[src/rtl/core/pdsc_pkg.sv]
// shared constants, verdict codes and the queue entry type for the packet deframer core
// no dependencies

package pdsc_pkg;

  // frame layout
  localparam logic [7:0] MAX_PAYLOAD = 8'd200;
  localparam logic [8:0] HDR_LEN     = 9'd5;
  localparam logic [8:0] MIN_PACKET  = 9'd7;
  localparam logic [8:0] POS_MAX     = 9'd511;
  localparam int         HDR_IDX_W   = 3;

  // rssi handling
  localparam logic [7:0]  RSSI_FLOOR  = 8'd164;
  // divide by ten as multiply by ceil(2^16/10) and shift, exact for x below 2^14
  localparam logic [12:0] RECIP_10    = 13'd6554;
  localparam int          RECIP_SHIFT = 16;

  // queue between front and back
  localparam int Q_DEPTH = 2;
  localparam int Q_PTR_W = $clog2(Q_DEPTH);
  localparam int Q_CNT_W = $clog2(Q_DEPTH + 1);

  // verdict codes
  localparam logic [2:0] VERDICT_OK        = 3'd0;
  localparam logic [2:0] VERDICT_SHORT     = 3'd1;
  localparam logic [2:0] VERDICT_LEN_LIMIT = 3'd2;
  localparam logic [2:0] VERDICT_TRUNC     = 3'd3;
  localparam logic [2:0] VERDICT_CHECKSUM  = 3'd4;

  // result kinds
  localparam logic KIND_PAYLOAD = 1'b0;
  localparam logic KIND_VERDICT = 1'b1;

  // one classified beat waiting for the back end
  typedef struct packed {
    logic       kind;
    logic [7:0] payload_byte;
    logic [7:0] payload_index;
    logic [7:0] msg_type;
    logic [7:0] source_node;
    logic [7:0] dest_node;
    logic [7:0] seq_number;
    logic [7:0] payload_count;
    logic [2:0] verdict;
    logic [7:0] rssi_mag;
  } entry_t;

endpackage

[src/rtl/core/packet_deframer_sum_checksum_core.sv]
// top level of the packet deframer with 16-bit additive checksum
// depends on pdsc_pkg, pdsc_front, pdsc_fifo and pdsc_back

// Receives a packet one byte per beat: five header bytes (type, source, destination,
// sequence, payload length), the payload, and a big-endian 16-bit wrapping sum of all
// header and payload bytes. Each payload byte leaves as a tuser=0 beat with its index;
// the byte marked with tlast leaves as a tuser=1 verdict beat carrying the header, the
// verdict (ok, too short, length over limit, truncated, checksum mismatch), the good
// packet count and the rssi moving average avg=(avg*9+rssi)/10. Payload bytes past the
// declared length (capped at 200) and the checksum give no beat, nor do trailing bytes.
// Downstream drops the payload of a packet whose verdict is not ok. One input beat is
// taken per cycle while the queue has room; a result is classified by the front end in
// the accepting cycle, waits in the queue and is registered in the back end's output.
// A two-entry queue between front and back keeps the input open while the output
// register waits on tready; input tready drops only while that queue is full.

module packet_deframer_sum_checksum_core import pdsc_pkg::*; (
  input  logic         clk_i,
  input  logic         rst_ni,
  // input beats
  input  logic         s_axis_tvalid,
  output logic         s_axis_tready,
  input  logic [23:0]  s_axis_tdata,  // rx_byte [7:0], packet_rssi [16:8], zero [23:17]
  input  logic         s_axis_tlast,  // end_of_packet
  // result beats
  output logic         m_axis_tvalid,
  input  logic         m_axis_tready,
  // payload_byte [7:0], payload_index [15:8], msg_type [23:16], source_node [31:24],
  // dest_node [39:32], seq_number [47:40], payload_count [55:48], verdict [58:56],
  // good_packets [90:59], rssi_average [99:91], zero [103:100]
  output logic [103:0] m_axis_tdata,
  output logic         m_axis_tuser   // kind
);

  logic   accept;
  logic   push;
  logic   full;
  logic   empty;
  logic   pop;
  entry_t wr_entry;
  entry_t rd_entry;

  logic        kind;
  logic [7:0]  payload_byte;
  logic [7:0]  payload_index;
  logic [7:0]  msg_type;
  logic [7:0]  source_node;
  logic [7:0]  dest_node;
  logic [7:0]  seq_number;
  logic [7:0]  payload_count;
  logic [2:0]  verdict;
  logic [31:0] good_packets;
  logic [8:0]  rssi_average;

  // queue room is the only thing that holds the input back
  assign s_axis_tready = !full;
  assign accept        = s_axis_tvalid && s_axis_tready;

  pdsc_front u_front (
    .clk_i           (clk_i),
    .rst_ni          (rst_ni),
    .accept_i        (accept),
    .rx_byte_i       (s_axis_tdata[7:0]),
    .end_of_packet_i (s_axis_tlast),
    .packet_rssi_i   (s_axis_tdata[16:8]),
    .push_o          (push),
    .entry_o         (wr_entry)
  );

  pdsc_fifo u_fifo (
    .clk_i   (clk_i),
    .rst_ni  (rst_ni),
    .push_i  (push),
    .wdata_i (wr_entry),
    .full_o  (full),
    .pop_i   (pop),
    .rdata_o (rd_entry),
    .empty_o (empty)
  );

  pdsc_back u_back (
    .clk_i           (clk_i),
    .rst_ni          (rst_ni),
    .entry_i         (rd_entry),
    .empty_i         (empty),
    .pop_o           (pop),
    .out_valid_o     (m_axis_tvalid),
    .out_ready_i     (m_axis_tready),
    .kind_o          (kind),
    .payload_byte_o  (payload_byte),
    .payload_index_o (payload_index),
    .msg_type_o      (msg_type),
    .source_node_o   (source_node),
    .dest_node_o     (dest_node),
    .seq_number_o    (seq_number),
    .payload_count_o (payload_count),
    .verdict_o       (verdict),
    .good_packets_o  (good_packets),
    .rssi_average_o  (rssi_average)
  );

  // pack the result beat, first field in the lowest bits
  assign m_axis_tuser = kind;
  assign m_axis_tdata = {4'd0, rssi_average, good_packets, verdict, payload_count,
                         seq_number, dest_node, source_node, msg_type,
                         payload_index, payload_byte};

endmodule

[src/rtl/core/pdsc_front.sv]
// front end: tracks the frame position, header, running sum and checksum bytes
// and turns each payload or end-of-packet beat into a queue entry; depends on pdsc_pkg

module pdsc_front import pdsc_pkg::*; (
  input  logic       clk_i,
  input  logic       rst_ni,
  input  logic       accept_i,
  input  logic [7:0] rx_byte_i,
  input  logic       end_of_packet_i,
  input  logic [8:0] packet_rssi_i,
  output logic       push_o,
  output entry_t     entry_o
);

  logic [8:0]  pos_q, pos_d;
  logic [7:0]  hdr_q [HDR_LEN];
  logic [7:0]  hdr_d [HDR_LEN];
  logic [15:0] sum_q, sum_d;
  logic [7:0]  chk_hi_q, chk_hi_d;
  logic [7:0]  chk_lo_q, chk_lo_d;

  logic [7:0] len_eff;
  logic [8:0] offset;
  logic       in_hdr;
  logic       in_payload;
  logic [2:0] verdict;
  logic [9:0] rssi_neg;
  logic [7:0] rssi_mag;

  always_comb begin
    len_eff    = (hdr_q[4] > MAX_PAYLOAD) ? MAX_PAYLOAD : hdr_q[4];
    offset     = pos_q - HDR_LEN;
    in_hdr     = pos_q < HDR_LEN;
    in_payload = !in_hdr && (offset < {1'b0, len_eff});

    hdr_d    = hdr_q;
    sum_d    = sum_q;
    chk_hi_d = chk_hi_q;
    chk_lo_d = chk_lo_q;
    if (in_hdr) begin
      hdr_d[pos_q[HDR_IDX_W-1:0]] = rx_byte_i;
      sum_d = sum_q + {8'd0, rx_byte_i};
    end else if (in_payload) begin
      sum_d = sum_q + {8'd0, rx_byte_i};
    end else if (pos_q == HDR_LEN + {1'b0, len_eff}) begin
      chk_hi_d = rx_byte_i;
    end else if (pos_q == HDR_LEN + {1'b0, len_eff} + 9'd1) begin
      chk_lo_d = rx_byte_i;
    end
    pos_d = (pos_q == POS_MAX) ? pos_q : pos_q + 9'd1;

    // verdict priority: short, over limit, truncated, checksum
    if (pos_d < MIN_PACKET) begin
      verdict = VERDICT_SHORT;
    end else if (hdr_d[4] > MAX_PAYLOAD) begin
      verdict = VERDICT_LEN_LIMIT;
    end else if (pos_d < MIN_PACKET + {1'b0, hdr_d[4]}) begin
      verdict = VERDICT_TRUNC;
    end else if (sum_d != {chk_hi_d, chk_lo_d}) begin
      verdict = VERDICT_CHECKSUM;
    end else begin
      verdict = VERDICT_OK;
    end

    // magnitude of a negative rssi, clamped to the floor
    rssi_neg = 10'd512 - {1'b0, packet_rssi_i};
    if (!packet_rssi_i[8]) begin
      rssi_mag = 8'd0;
    end else if (rssi_neg > {2'b0, RSSI_FLOOR}) begin
      rssi_mag = RSSI_FLOOR;
    end else begin
      rssi_mag = rssi_neg[7:0];
    end

    entry_o = '0;
    if (end_of_packet_i) begin
      entry_o.kind          = KIND_VERDICT;
      entry_o.msg_type      = hdr_d[0];
      entry_o.source_node   = hdr_d[1];
      entry_o.dest_node     = hdr_d[2];
      entry_o.seq_number    = hdr_d[3];
      entry_o.payload_count = hdr_d[4];
      entry_o.verdict       = verdict;
      entry_o.rssi_mag      = rssi_mag;
    end else begin
      entry_o.kind          = KIND_PAYLOAD;
      entry_o.payload_byte  = rx_byte_i;
      entry_o.payload_index = offset[7:0];
    end
    push_o = accept_i && (end_of_packet_i || in_payload);
  end

  always_ff @(posedge clk_i or negedge rst_ni) begin
    if (!rst_ni) begin
      pos_q    <= '0;
      sum_q    <= '0;
      chk_hi_q <= '0;
      chk_lo_q <= '0;
      for (int i = 0; i < HDR_LEN; i++) begin
        hdr_q[i] <= '0;
      end
    end else if (accept_i) begin
      if (end_of_packet_i) begin
        pos_q    <= '0;
        sum_q    <= '0;
        chk_hi_q <= '0;
        chk_lo_q <= '0;
        for (int i = 0; i < HDR_LEN; i++) begin
          hdr_q[i] <= '0;
        end
      end else begin
        pos_q    <= pos_d;
        sum_q    <= sum_d;
        chk_hi_q <= chk_hi_d;
        chk_lo_q <= chk_lo_d;
        hdr_q    <= hdr_d;
      end
    end
  end

endmodule

[src/rtl/core/pdsc_fifo.sv]
// two-entry queue between the front and back ends
// depends on pdsc_pkg for the entry type and depth

module pdsc_fifo import pdsc_pkg::*; (
  input  logic   clk_i,
  input  logic   rst_ni,
  input  logic   push_i,
  input  entry_t wdata_i,
  output logic   full_o,
  input  logic   pop_i,
  output entry_t rdata_o,
  output logic   empty_o
);

  entry_t             mem_q [Q_DEPTH];
  logic [Q_PTR_W-1:0] wr_ptr_q;
  logic [Q_PTR_W-1:0] rd_ptr_q;
  logic [Q_CNT_W-1:0] count_q;

  assign full_o  = (count_q == Q_CNT_W'(Q_DEPTH));
  assign empty_o = (count_q == '0);
  assign rdata_o = mem_q[rd_ptr_q];

  always_ff @(posedge clk_i) begin
    if (push_i) begin
      mem_q[wr_ptr_q] <= wdata_i;
    end
  end

  always_ff @(posedge clk_i or negedge rst_ni) begin
    if (!rst_ni) begin
      wr_ptr_q <= '0;
      rd_ptr_q <= '0;
      count_q  <= '0;
    end else begin
      if (push_i) begin
        wr_ptr_q <= (wr_ptr_q == Q_PTR_W'(Q_DEPTH - 1)) ? '0 : wr_ptr_q + 1'b1;
      end
      if (pop_i) begin
        rd_ptr_q <= (rd_ptr_q == Q_PTR_W'(Q_DEPTH - 1)) ? '0 : rd_ptr_q + 1'b1;
      end
      case ({push_i, pop_i})
        2'b10:   count_q <= count_q + 1'b1;
        2'b01:   count_q <= count_q - 1'b1;
        default: count_q <= count_q;
      endcase
    end
  end

  a_no_overflow: assert property (@(posedge clk_i) disable iff (!rst_ni)
    push_i |-> !full_o)
    else $error("queue written while full");

  a_no_underflow: assert property (@(posedge clk_i) disable iff (!rst_ni)
    pop_i |-> !empty_o)
    else $error("queue read while empty");

  a_count_bound: assert property (@(posedge clk_i) disable iff (!rst_ni)
    count_q <= Q_CNT_W'(Q_DEPTH))
    else $error("queue count out of range");

endmodule

[src/rtl/core/pdsc_back.sv]
// back end: keeps the good-packet count and rssi average, fills the output register
// depends on pdsc_pkg

module pdsc_back import pdsc_pkg::*; (
  input  logic        clk_i,
  input  logic        rst_ni,
  input  entry_t      entry_i,
  input  logic        empty_i,
  output logic        pop_o,
  output logic        out_valid_o,
  input  logic        out_ready_i,
  output logic        kind_o,
  output logic [7:0]  payload_byte_o,
  output logic [7:0]  payload_index_o,
  output logic [7:0]  msg_type_o,
  output logic [7:0]  source_node_o,
  output logic [7:0]  dest_node_o,
  output logic [7:0]  seq_number_o,
  output logic [7:0]  payload_count_o,
  output logic [2:0]  verdict_o,
  output logic [31:0] good_packets_o,
  output logic [8:0]  rssi_average_o
);

  logic        valid_q;
  logic [31:0] good_q, good_d;
  logic [7:0]  mean_q, mean_d;
  entry_t      ent_q;

  logic        is_ok;
  logic [11:0] acc;
  logic [24:0] prod;

  always_comb begin
    pop_o  = !empty_i && (!valid_q || out_ready_i);
    is_ok  = (entry_i.kind == KIND_VERDICT) && (entry_i.verdict == VERDICT_OK);
    // mean*9 + magnitude, then divide by ten
    acc    = ({4'd0, mean_q} << 3) + {4'd0, mean_q} + {4'd0, entry_i.rssi_mag};
    prod   = {13'd0, acc} * {12'd0, RECIP_10};
    good_d = good_q;
    mean_d = mean_q;
    if (pop_o && is_ok) begin
      good_d = good_q + 32'd1;
      mean_d = prod[RECIP_SHIFT +: 8];
    end
  end

  always_ff @(posedge clk_i or negedge rst_ni) begin
    if (!rst_ni) begin
      valid_q <= 1'b0;
      good_q  <= '0;
      mean_q  <= '0;
    end else begin
      good_q <= good_d;
      mean_q <= mean_d;
      if (pop_o) begin
        valid_q <= 1'b1;
      end else if (out_ready_i) begin
        valid_q <= 1'b0;
      end
    end
  end

  always_ff @(posedge clk_i) begin
    if (pop_o) begin
      ent_q <= entry_i;
    end
  end

  // count and average are shown only with verdicts
  always_comb begin
    out_valid_o     = valid_q;
    kind_o          = ent_q.kind;
    payload_byte_o  = ent_q.payload_byte;
    payload_index_o = ent_q.payload_index;
    msg_type_o      = ent_q.msg_type;
    source_node_o   = ent_q.source_node;
    dest_node_o     = ent_q.dest_node;
    seq_number_o    = ent_q.seq_number;
    payload_count_o = ent_q.payload_count;
    verdict_o       = ent_q.verdict;
    good_packets_o  = (ent_q.kind == KIND_VERDICT) ? good_q : '0;
    rssi_average_o  = (ent_q.kind == KIND_VERDICT) ? 9'(9'd0 - {1'b0, mean_q}) : '0;
  end

  a_good_count_step: assert property (@(posedge clk_i) disable iff (!rst_ni)
    (pop_o && is_ok) |=> (good_q == $past(good_q) + 32'd1))
    else $error("good packet count did not step on an ok verdict");

  a_good_count_hold: assert property (@(posedge clk_i) disable iff (!rst_ni)
    !(pop_o && is_ok) |=> $stable(good_q) && $stable(mean_q))
    else $error("packet statistics changed without an ok verdict");

  a_mean_range: assert property (@(posedge clk_i) disable iff (!rst_ni)
    mean_q <= RSSI_FLOOR)
    else $error("rssi average beyond the floor");

endmodule
[config.mk]
export PLATFORM = sky130hd
export DESIGN_NAME = packet_deframer_sum_checksum_core
export DESIGN_NICKNAME = d
export VERILOG_FILES = /design/src/rtl/core/pdsc_pkg.sv /design/src/rtl/core/packet_deframer_sum_checksum_core.sv /design/src/rtl/core/pdsc_front.sv /design/src/rtl/core/pdsc_fifo.sv /design/src/rtl/core/pdsc_back.sv
export SDC_FILE = /design/constraint.sdc
export NUM_CORES = 1
export LEC_CHECK = 0
export BUFFER_PORTS_ARGS = -buffer_cell sky130_fd_sc_hd__buf_2
export CAP_MARGIN = 0
export CORE_AREA = 2 2 247 249
export DETAILED_ROUTE_END_ITERATION = 10
export DIE_AREA = 0 0 249 251
export PLACE_DENSITY = 0.53
export SETUP_SLACK_MARGIN = 0.5
export SLEW_MARGIN = 20
export SYNTH_ARGS = -nofsm -noshare
export SYNTH_HDL_FRONTEND = slang
export SYNTH_HIERARCHICAL = 1
export SYNTH_SLANG_ARGS = --single-unit
[constraint.sdc]
create_clock -name clk_i -period 11 [get_ports clk_i]
set_input_delay 1.65 -clock clk_i [delete_from_list [all_inputs] [get_ports clk_i]]
set_output_delay 1.65 -clock clk_i [all_outputs]
set_load 0.03 [all_outputs]
==> results of run 1 <==
## per-layer routing
| metal | wire, um | global-route usage | share of wire | vias to the layer above |
|---|---|---|---|---|
| li1 | - | - | - | 6461 |
| met1 | 22400 | 0.208 | 0.46 | 6708 |
| met2 | 22900 | 0.258 | 0.47 | 259 |
| met3 | 2030 | 0.0277 | 0.042 | 55 |
| met4 | 1030 | 0.0414 | 0.021 | 2 |
| met5 | 11 | 0 | 0.00023 | - |
## area by class of cell
cell class | instances | area share
multi-input cells | 1208 | 0.434
flip-flops and latches | 322 | 0.408
clock buffers | 50 | 0.0482
well taps | 782 | 0.0442
repair buffers | 135 | 0.0325
inverters | 129 | 0.0219
clock inverters | 24 | 0.0108
## worst paths after layout
check | from | end | cells past startpoint | slack, ns
setup reg to reg | u_fifo/rd_ptr_q | u_back/mean_q[4] | 24 | 3.76
min in group asynchronous | rst_ni | u_front/hdr_q[28] | 1 | 1.06
hold reg to reg | u_back/good_q[31] | u_back/good_q[31] | 1 | 0.47
setup / recovery | u_fifo/rd_ptr_q | u_back/mean_q[4] | 24 | 3.76
max in group asynchronous | rst_ni | u_fifo/rd_ptr_q | 2 | 8.49
hold / removal | u_back/good_q[31] | u_back/good_q[31] | 1 | 0.47
## critical path: cells and delay by family, from the launching register on
kind	cells	cell delay [ns]
xor gates and xnor gates	1	0.17
adders and majority gates	9	3.67
buffers and inverters	4	0.25
DFF	1	0.63
muxes	1	0.40
and+or+nand+nor	2	0.49
AOI/OAI and AO/OA	7	1.48
## flip-flops by register name, summed over array words and instances (netlist names), 9 cells and up
register and flops:
u_back/good_q 32, u_fifo/mem_q 136, u_front/hdr_q 40, u_front/pos_q 9, u_front/sum_q 16
## metrics by stage
stage,utilization,hold WS (ns),cell area [um2],instances,setup WS [ns]
6_report,0.370,0.469,22100,2650,3.76
5_1_grt,0.370,0.490,22100,2650,3.30
4_1_cts,0.370,0.475,22100,2649,3.74
3_5_place_dp,0.348,0.468,20800,2575,3.77
3_3_place_gp,0.348,0.462,20800,2575,3.76
2_1_floorplan,-,0.437,19600,1747,4.35
## cell usage in the layout, fill, tap and decap left out, types with 7 or more instances in the layout
master       n
clkbuf_16   40
mux2_4      10
a22oi_1      9
xnor2_1     79
o22ai_1      9
clkinv_2     9
nor3b_1      8
and2_1      57
ha_1       125
xor2_1      29
dfrtp_1    125
a21boi_0    65
mux2_2      59
a31oi_1      7
nor3_1      24
nand3_1     32
fa_1        45
nand2b_1    11
buf_4       11
mux2i_1     24
edfxtp_1   196
nand2_1    152
and3_1      19
nand4_1     17
o21ai_0     30
nor2b_1     37
nor2_1      65
inv_1      126
clkbuf_1     7
a21o_1      14
nand3b_1     8
o31ai_1      8
o2bb2ai_1   70
buf_2      122
a21oi_1     61
o21a_1      10
## cell usage after synthesis, types with 17 or more instances
cell type  count
clkbuf_1      55
o2bb2ai_1     70
xnor2_1       79
edfxtp_1     196
nand2_1      152
o21ai_0       30
nor2_1        67
inv_1        127
fa_1          45
ha_1         125
and3_1        19
and2_1        58
mux2_2        59
mux2i_1       24
a21oi_1       61
dfrtp_1      126
nand4_1       17
a21boi_0      65
xor2_1        29
nor2b_1       37
nand3_1       32
nor3_1        27
## cell families after synthesis
family          count (synthesis)
buf+inv                       217
simple gates                  485
mux                            93
other cells                     1
flops                         322
fa+ha+maj                     170
xor+xnor                      109
compound gates                347
==> impl_metrics.tcl, run 1 <==
set metrics [dict create \
    status "finished clean" \
    drc 0 \
    path_class "reg2reg" \
    grt_pass1_vias 13613 \
    start_util 0.327 \
    area_delta_synth_final_pct 13.3 \
    synth_top_area_frac 0.301 \
    slowest_stage "dfrtp_4" \
    cp-start-kind "flop" \
    min_path_type "reg2reg" \
    netlist_instances 1744 \
    cp_common_cell "fa_1" \
    muxShareOfSynthArea 0.0540 \
    wl_um 48400 \
    rsz0062_at_grt "false" \
    clock_sinks 322 \
    wl_per_cell_um 18.3 \
    layout.nets 2035 \
    synth_edf_count 196 \
    synth_top_area_cell "edfxtp_1" \
    grt.total_usage 0.155 \
    dieWidth_um 249 \
    synth.distinct_cells 96 \
    skew_ns 0.0485 \
    finalCritPeriodShare 0.658 \
    synth-compound-area-share 0.130 \
    hpwl_um 33600 \
    synth-seq-cells 322 \
    required_ns 11.42 \
    core_mm2 0.0598 \
    cap_violations 0 \
    multi_input_area_mm2 0.00962 \
    setup_tns_ns 0 \
    ff_latch_area_mm2 0.00904 \
    crit_arrival_ns 7.66 \
    period_minus_slack_ns 7.24 \
    synth_top_family_by_area "simple AND/OR/NAND/NOR gates" \
    synthesis.area_mm2 0.0195 \
    ys_seq_area_frac 0.462 \
    worstSkewPairLatency_ns 0.58 \
    async_reset_ff_frac 0.391 \
    timing.slew.headroom 0.333 \
    cts_resized 0 \
    portBuffers 124 \
    maxSlewViolCount 0 \
    fill_cells 5837 \
    post-cts-setup-buffers 0 \
    yosys.area_share.xor_xnor 0.0495 \
    die_h_um 251 \
    synth-simple-area-share 0.130 \
    dr.first_iter.drc_count 794 \
    setup_viol_count_final 0 \
    crit_fanout 23 \
    worstSetupEndpointType "flop" \
    htree_levels 2 \
    ant_nets 0 \
    grt-ovfl-total 0 \
    die-area_mm2 0.0625 \
    syn_avg_cell_area_um2 11.2 \
    numCtsBuffers 40 \
    gp_congestion 0.861 \
    synth-main-ff-cell "edfxtp_1" \
    path_cells "mux2_2, ha_1, ha_1, fa_1, a21o_1, a21oi_1, o21bai_1, a21oi_1, xnor2_1, ha_1, inv_1, fa_1, inv_1, fa_1, fa_1, inv_1, fa_1, inv_1, ha_1, nand2_1, nor3_2, o21ai_1, o2111a_1, a221o_1" \
    diodes 0 \
    max_slew.worst_pin.slew_ns 0.992 \
    synthAdderAreaFrac 0.126 \
    ys_warn_count 6 \
    layout-drive-gt1-share 0.164 \
    postCtsHoldBufs 0 \
    firstDrtPassIters 5 \
    vias_per_cell 5.09 \
    ctsRootBufferMaster "clkbuf_16" \
    rows 90 \
    antenna_found_initial 1 \
    ys_top_cells_by_area "edfxtp_1, dfrtp_1, ha_1, fa_1, xnor2_1" \
    grt_max_degree 88 \
    clock.fmax_mhz 138 \
    grt_pass1_wl_um 77100 \
    path_clk_slew_ns 0.06 \
    ios 136 \
    slowest_delay_ns 0.63 \
    cts_tree "built" \
    cts.path.max_buffers 3 \
    dr_total_vias 13485 \
    final-hold-violation-count 0 \
]
Power of run 1 is not shown: default switching activity piles up to over one toggle a cycle in this logic, so the estimate is an artifact.
==> run 2: changes to the inputs <==
Clock period 11 ns to 7.4 ns, I/O delays scaled along.
==> run 2 against run 1 <==
Final area is 0.45% higher. Core utilization is 0.17 points higher. Clock-buffer cell count rose by 3. Worst setup slack worse by 3.0 ns. Register-to-register slack got worse by 3.0 ns. Via count is 0.10% higher. Clock skew is 0.039 ns lower. Global-route usage fell by 0.33 points. Hold slack worse by 0.0050 ns. Sequential share of layout area fell by 0.18 points.
==> impl_metrics.tcl, run 2 (synthesis gave the netlist of run 1 again) <==
set metrics [dict create \
    cts.path.max_buffers 3 \
    worstHoldPathCells 1 \
    path_clk_slew_ns 0.06 \
    layout.nets 2045 \
    final-hold-violation-count 0 \
    worstSetupEndpointType "flop" \
    cp-start-kind "flop" \
    holdPathEnd "u_back/good_q[31]" \
    layout-drive-gt1-share 0.175 \
    hp-start "u_back/good_q[31]" \
    grt_max_degree 86 \
    dr_total_vias 13499 \
    clock.fmax_mhz 151 \
    rsz0062_at_grt "false" \
    timing.slew.headroom 0.334 \
    final_common_cell "edfxtp_1" \
    required_ns 7.82 \
    ctsRootBufferMaster "clkbuf_16" \
    grt_pass1_wl_um 75100 \
    worstRegToRegCells 24 \
    wl_um 47800 \
    diodes 0 \
    core_mm2 0.0598 \
    period_minus_slack_ns 6.62 \
    die-area_mm2 0.0625 \
    start_util 0.327 \
    slowest_delay_ns 0.54 \
    largest_reg_flops 136 \
    dp_slack_ns 0.391 \
    crit_arrival_ns 7.05 \
    grt-ovfl-total 0 \
    max_slew.worst_pin.slew_ns 0.999 \
    crit_family "adder cells" \
    worst-path-buf-inv 4 \
    wl_per_cell_um 18.0 \
    drc 0 \
    grt.total_usage 0.151 \
    holdWs_ns 0.464 \
    fin_ws_ns 0.776 \
    area_delta_synth_final_pct 13.8 \
    setup_tns_ns 0 \
    grt_pass1_vias 13468 \
    dr.first_iter.drc_count 852 \
    largest_registers "u_fifo/mem_q: 136 flops, u_front/hdr_q: 40 flops, u_back/good_q: 32 flops" \
    htree_levels 2 \
    worstSkewPairLatency_ns 0.55 \
    met2_usage 0.256 \
    ios 136 \
    slowest_stage "fa_1" \
    postCtsHoldBufs 0 \
    clock_sinks 322 \
    fill_cells 5809 \
    use_met1 0.201 \
    dieWidth_um 249 \
    crit-reg2reg-launch "u_fifo/rd_ptr_q" \
    firstDrtPassIters 5 \
    gp_congestion 0.865 \
    portBuffers 124 \
    min_path_type "reg2reg" \
    grt-busiest-layer "met2" \
    maxSlewViolCount 0 \
    numCtsBuffers 38 \
    path_cells "mux2_2, ha_1, ha_1, fa_2, a21o_1, a21oi_2, o21bai_1, a21oi_2, xnor2_2, ha_1, inv_1, fa_1, inv_1, fa_1, fa_1, inv_1, fa_1, inv_1, ha_4, nand2_4, o21ai_4, o21ai_2, o2111a_1, a221o_1" \
    skew_ns 0.00947 \
    cts_tree "built" \
    cap_violations 0 \
    final_cell_mix "edfxtp_1, nand2_1, inv_1" \
    hpwl_um 33600 \
    rows 90 \
    setup_viol_count_final 0 \
    die_h_um 251 \
    regToRegSetupSlack_ns 0.78 \
    grt_use_met3 0.0239 \
    status "finished clean" \
    crit_fanout 7 \
    finalCritPeriodShare 0.895 \
    antenna_found_initial 2 \
    vias_per_cell 5.08 \
    path_class "reg2reg" \
    regMostFlops "u_fifo/mem_q" \
    regToRegEndpoint "u_back/mean_q[4]" \
    ant_nets 0 \
]
run 2: what timing repair did:
| item | in CTS | in global routing |
|---|---|---|
| setup endpoints to repair | 5 | 8 |
| setup buffers | 1 | 3 |
| pin swaps | 2 | 6 |
| hold endpoints to repair | 0 | 0 |
| resized for setup | 10 | 23 |
run 2: worst max path at each step:
stage	cells after the start	slack, ns	start	to
2_1_floorplan	26	0.75	u_fifo/rd_ptr_q	u_back/mean_q[4]
3_3_place_gp	25	0.40	u_fifo/rd_ptr_q	u_back/mean_q[6]
3_5_place_dp	25	0.39	u_fifo/rd_ptr_q	u_back/mean_q[6]
4_1_cts	24	0.52	u_fifo/rd_ptr_q	u_back/mean_q[4]
5_1_grt	24	0.46	u_fifo/rd_ptr_q	u_back/mean_q[4]
6_report	24	0.78	u_fifo/rd_ptr_q	u_back/mean_q[4]
run 2: cell type report:
class,count,area [um2],area share
Inverter,129,484,0.0218
Multi-Input combinational cell,1208,9760,0.439
Sequential cell,322,9040,0.406
Clock buffer,53,1040,0.0467
Timing Repair Buffer,147,822,0.0369
Tap cell,782,978,0.0440
Clock inverter,17,123,0.00551
run 2: per-stage QoR:
stage | utilization | instance area [um2] | cells
floorplan | - | 19600 | 1747
global placement | 0.349 | 20900 | 2583
detailed placement | 0.349 | 20900 | 2584
CTS | 0.370 | 22100 | 2655
global route | 0.372 | 22200 | 2658
finish | 0.372 | 22200 | 2658
run 2: layer usage:
| metal | wire length, um | vias to the layer above | part of all wire |
|---|---|---|---|
| met4 | 1130 | 4 | 0.024 |
| met2 | 23000 | 267 | 0.48 |
| met3 | 1870 | 73 | 0.039 |
| met5 | 22 | - | 0.00046 |
| met1 | 21800 | 6690 | 0.46 |
| li1 | - | 6465 | - |
run 2: worst register-to-register path, stage by stage, from the launching register on:
cell and delay, ns:
dfrtp_4 0.47, mux2_2 0.36, ha_1 0.30, ha_1 0.23, fa_2 0.35, a21o_1 0.20, a21oi_2 0.17, o21bai_1 0.11
a21oi_2 0.25, xnor2_2 0.12, ha_1 0.29, inv_1 0.09, fa_1 0.54, inv_1 0.06, fa_1 0.50, fa_1 0.54
inv_1 0.05, fa_1 0.54, inv_1 0.08, ha_4 0.29, nand2_4 0.07, o21ai_4 0.24, o21ai_2 0.11, o2111a_1 0.25
a221o_1 0.27
Power of run 2 is left out for the same reason.
==> run 3: changes to the inputs <==
--- a/config.mk
+++ b/config.mk
@@ -8,12 +8,11 @@
 export BUFFER_PORTS_ARGS = -buffer_cell sky130_fd_sc_hd__buf_2
 export CAP_MARGIN = 0
-export CORE_AREA = 2 2 247 249
+export CORE_AREA = 2 2 243 245
 export DETAILED_ROUTE_END_ITERATION = 10
-export DIE_AREA = 0 0 249 251
-export PLACE_DENSITY = 0.53
+export DIE_AREA = 0 0 245 247
+export PLACE_DENSITY = 0.54
 export SETUP_SLACK_MARGIN = 0.5
 export SLEW_MARGIN = 20
 export SYNTH_ARGS = -nofsm -noshare
 export SYNTH_HDL_FRONTEND = slang
-export SYNTH_HIERARCHICAL = 1
 export SYNTH_SLANG_ARGS = --single-unit
==> constraint.sdc (replaced) <==
create_clock -name clk_i -period 7.4 [get_ports clk_i]
set_input_delay 0.37 -clock clk_i [delete_from_list [all_inputs] [get_ports clk_i]]
set_output_delay 0.37 -clock clk_i [all_outputs]
set_load 0.03 [all_outputs]
==> run 3 against run 2 <==
Worst setup slack worse by 0.24 ns. Fmax down 3.4%. Final area up 0.73%. Non-clock buffer count up 27. Final cell count up 0.15%. Synthesized cell count down 1.3%. First-iteration DRC count up 8.6%. Sequential share of layout area down 0.30 points. Clock skew up 0.0055 ns. Synthesized area down 2.8%. Die area down 3.2%. Via count down 2.8%.
==> impl_metrics.tcl, run 3 <==
set metrics [dict create \
    slowest_stage "fa_1" \
    rsz0062_at_grt "true" \
    ant_nets 0 \
    worstSkewPairLatency_ns 0.54 \
    die_h_um 247 \
    rows 89 \
    final-hold-violation-count 0 \
    grt_max_degree 79 \
    holdWs_ns 0.150 \
    start_util 0.326 \
    skew_ns 0.0149 \
    setup_viol_count_final 0 \
    synth_top_area_cell "edfxtp_1" \
    grt_pass1_wl_um 72600 \
    syn_avg_cell_area_um2 11.0 \
    grt_pass1_vias 13304 \
    clock.fmax_mhz 146 \
    final_common_cell "nand2_1" \
    cts_tree "built" \
    ys_seq_area_frac 0.476 \
    setup_tns_ns 0 \
    die-area_mm2 0.0605 \
    final_cell_mix "nand2_1, edfxtp_1, dfrtp_1" \
    layout.nets 2060 \
    wl_per_cell_um 17.1 \
    gp_congestion 0.871 \
    fin_ws_ns 0.540 \
    status "finished clean" \
    cts.path.max_buffers 3 \
    antenna_found_initial 2 \
    path_class "reg2reg" \
    synth.distinct_cells 85 \
    hpwl_um 32000 \
    firstDrtPassIters 5 \
    ys_top_cells_by_count "nand2_1, edfxtp_1, dfrtp_1, ha_1, inv_1" \
    regMostFlops "u_fifo.mem_q" \
    async_reset_ff_frac 0.391 \
    dieWidth_um 245 \
    period_minus_slack_ns 6.86 \
    clock_sinks 322 \
    netlist_instances 1721 \
    synth_edf_count 196 \
    synth_most_common_cell "nand2_1" \
    portBuffers 124 \
    max_slew.worst_pin.slew_ns 1.06 \
    ctsRootBufferMaster "clkbuf_16" \
    vias_per_cell 4.93 \
    cp-start-kind "flop" \
    maxSlewViolCount 0 \
    slowest_delay_ns 0.54 \
    drc 0 \
    largest_reg_flops 136 \
    min_path_type "in2reg" \
    path_clk_slew_ns 0.06 \
    cap_violations 0 \
    synth-seq-cells 322 \
    synth_top_area_frac 0.310 \
    dr_total_vias 13121 \
    timing.slew.headroom 0.287 \
    ys_top_cells_by_area "edfxtp_1, dfrtp_1, ha_1, fa_1, mux2_2" \
    htree_levels 2 \
    ios 136 \
    crit_arrival_ns 7.28 \
    largest_registers "u_fifo.mem_q: 136 flops, u_front.hdr_q: 40 flops, u_back.good_q: 32 flops" \
    core_mm2 0.0582 \
    area_delta_synth_final_pct 18.0 \
    worstSetupEndpointType "flop" \
    ys_warn_count 0 \
    grt.total_usage 0.151 \
    synthesis.area_mm2 0.0190 \
    dr.first_iter.drc_count 925 \
    wl_um 45600 \
    synth-main-ff-cell "edfxtp_1" \
    crit_fanout 7 \
    numCtsBuffers 37 \
    dp_slack_ns 0.123 \
    required_ns 7.82 \
    finalCritPeriodShare 0.927 \
    grt-ovfl-total 0 \
    layout-drive-gt1-share 0.196 \
]
[run 3: cell types whose count changed after synthesis, moves of 13 or more]
cell / delta
o2bb2ai_1: -68
o21ai_0: +74
nor2b_1: -13
a21oi_1: -23
inv_1: -13
xor2_1: +15
mux2_2: +18
nand2_1: +52
[run 3: kinds of logic (layout without fill, tap and decap cells)]
kind of cell / count (synthesis) / in the layout / share of synthesized area
other: 1 / 5 / 0.000197
multiplexers: 114 / 114 / 0.0658
XOR/XNOR: 119 / 119 / 0.0560
AND/OR/NAND/NOR: 499 / 499 / 0.128
buffers and inverters: 192 / 356 / 0.0394
AO/OA/AOI/OAI: 303 / 303 / 0.105
adder cells (fa/ha/maj): 171 / 171 / 0.130
flip-flops: 322 / 322 / 0.476
[run 3: final cells by class]
cell class	count	area [um2]
multi-input combinational	1210	9580
fill	5614	35800
clock inverter	21	262
sequential	322	9040
inverter	115	432
antenna	1	2.50
timing repair buffer	174	1090
clock buffer	46	1040
tap	773	967
[run 3: timing repair]
action                                 CTS  global route
gates resized for setup                 29            16
hold buffers                             1             0
endpoints found under the hold margin   58             0
pin swaps                               31             9
setup endpoints to repair                5             5
setup buffers                           17             6
[run 3: critical path, delay by kind of cell (launching register included)]
family                     cells  cell delay [ns]
buffers and inverters          6             0.46
adders and majority gates      9             3.08
xor gates and xnor gates       2             0.38
muxes                          2             0.60
and+or+nand+nor                1             0.06
AOI/OAI and AO/OA             10             1.67
DFF                            1             0.48
[run 3: worst paths after layout]
| kind | start | depth (start not counted) | slack, ns | end |
|---|---|---|---|---|
| worst max-delay path | u_fifo.rd_ptr_q | 30 | 0.54 | u_back.mean_q[7] |
| worst min register to register | u_back.good_q[31] | 1 | 0.47 | u_back.good_q[31] |
| min in group asynchronous | rst_ni | 2 | 0.47 | u_front.hdr_q[19] |
| max in group asynchronous | rst_ni | 3 | 5.36 | u_fifo.rd_ptr_q |
| worst max register to register | u_fifo.rd_ptr_q | 30 | 0.54 | u_back.mean_q[7] |
| worst min-delay path | m_axis_tready | 3 | 0.15 | u_back.out_valid_o |
[run 3: layer usage]
layer  vias up  GRT usage  wire length (um)
li1       6309          -                 -
met1      6488      0.204             21100
met2       250      0.252             21600
met3        70     0.0229              1850
met4         4     0.0434               954
met5         -          0                23
[run 3: through the flow]
step	instances	util	area [um2]
finish	2662	0.385	22400
global route	2661	0.385	22400
CTS	2655	0.382	22200
detailed placement	2570	0.354	20600
global placement	2567	0.353	20600
floorplan	1724	-	19100
Power of run 3 is left out for the same reason.
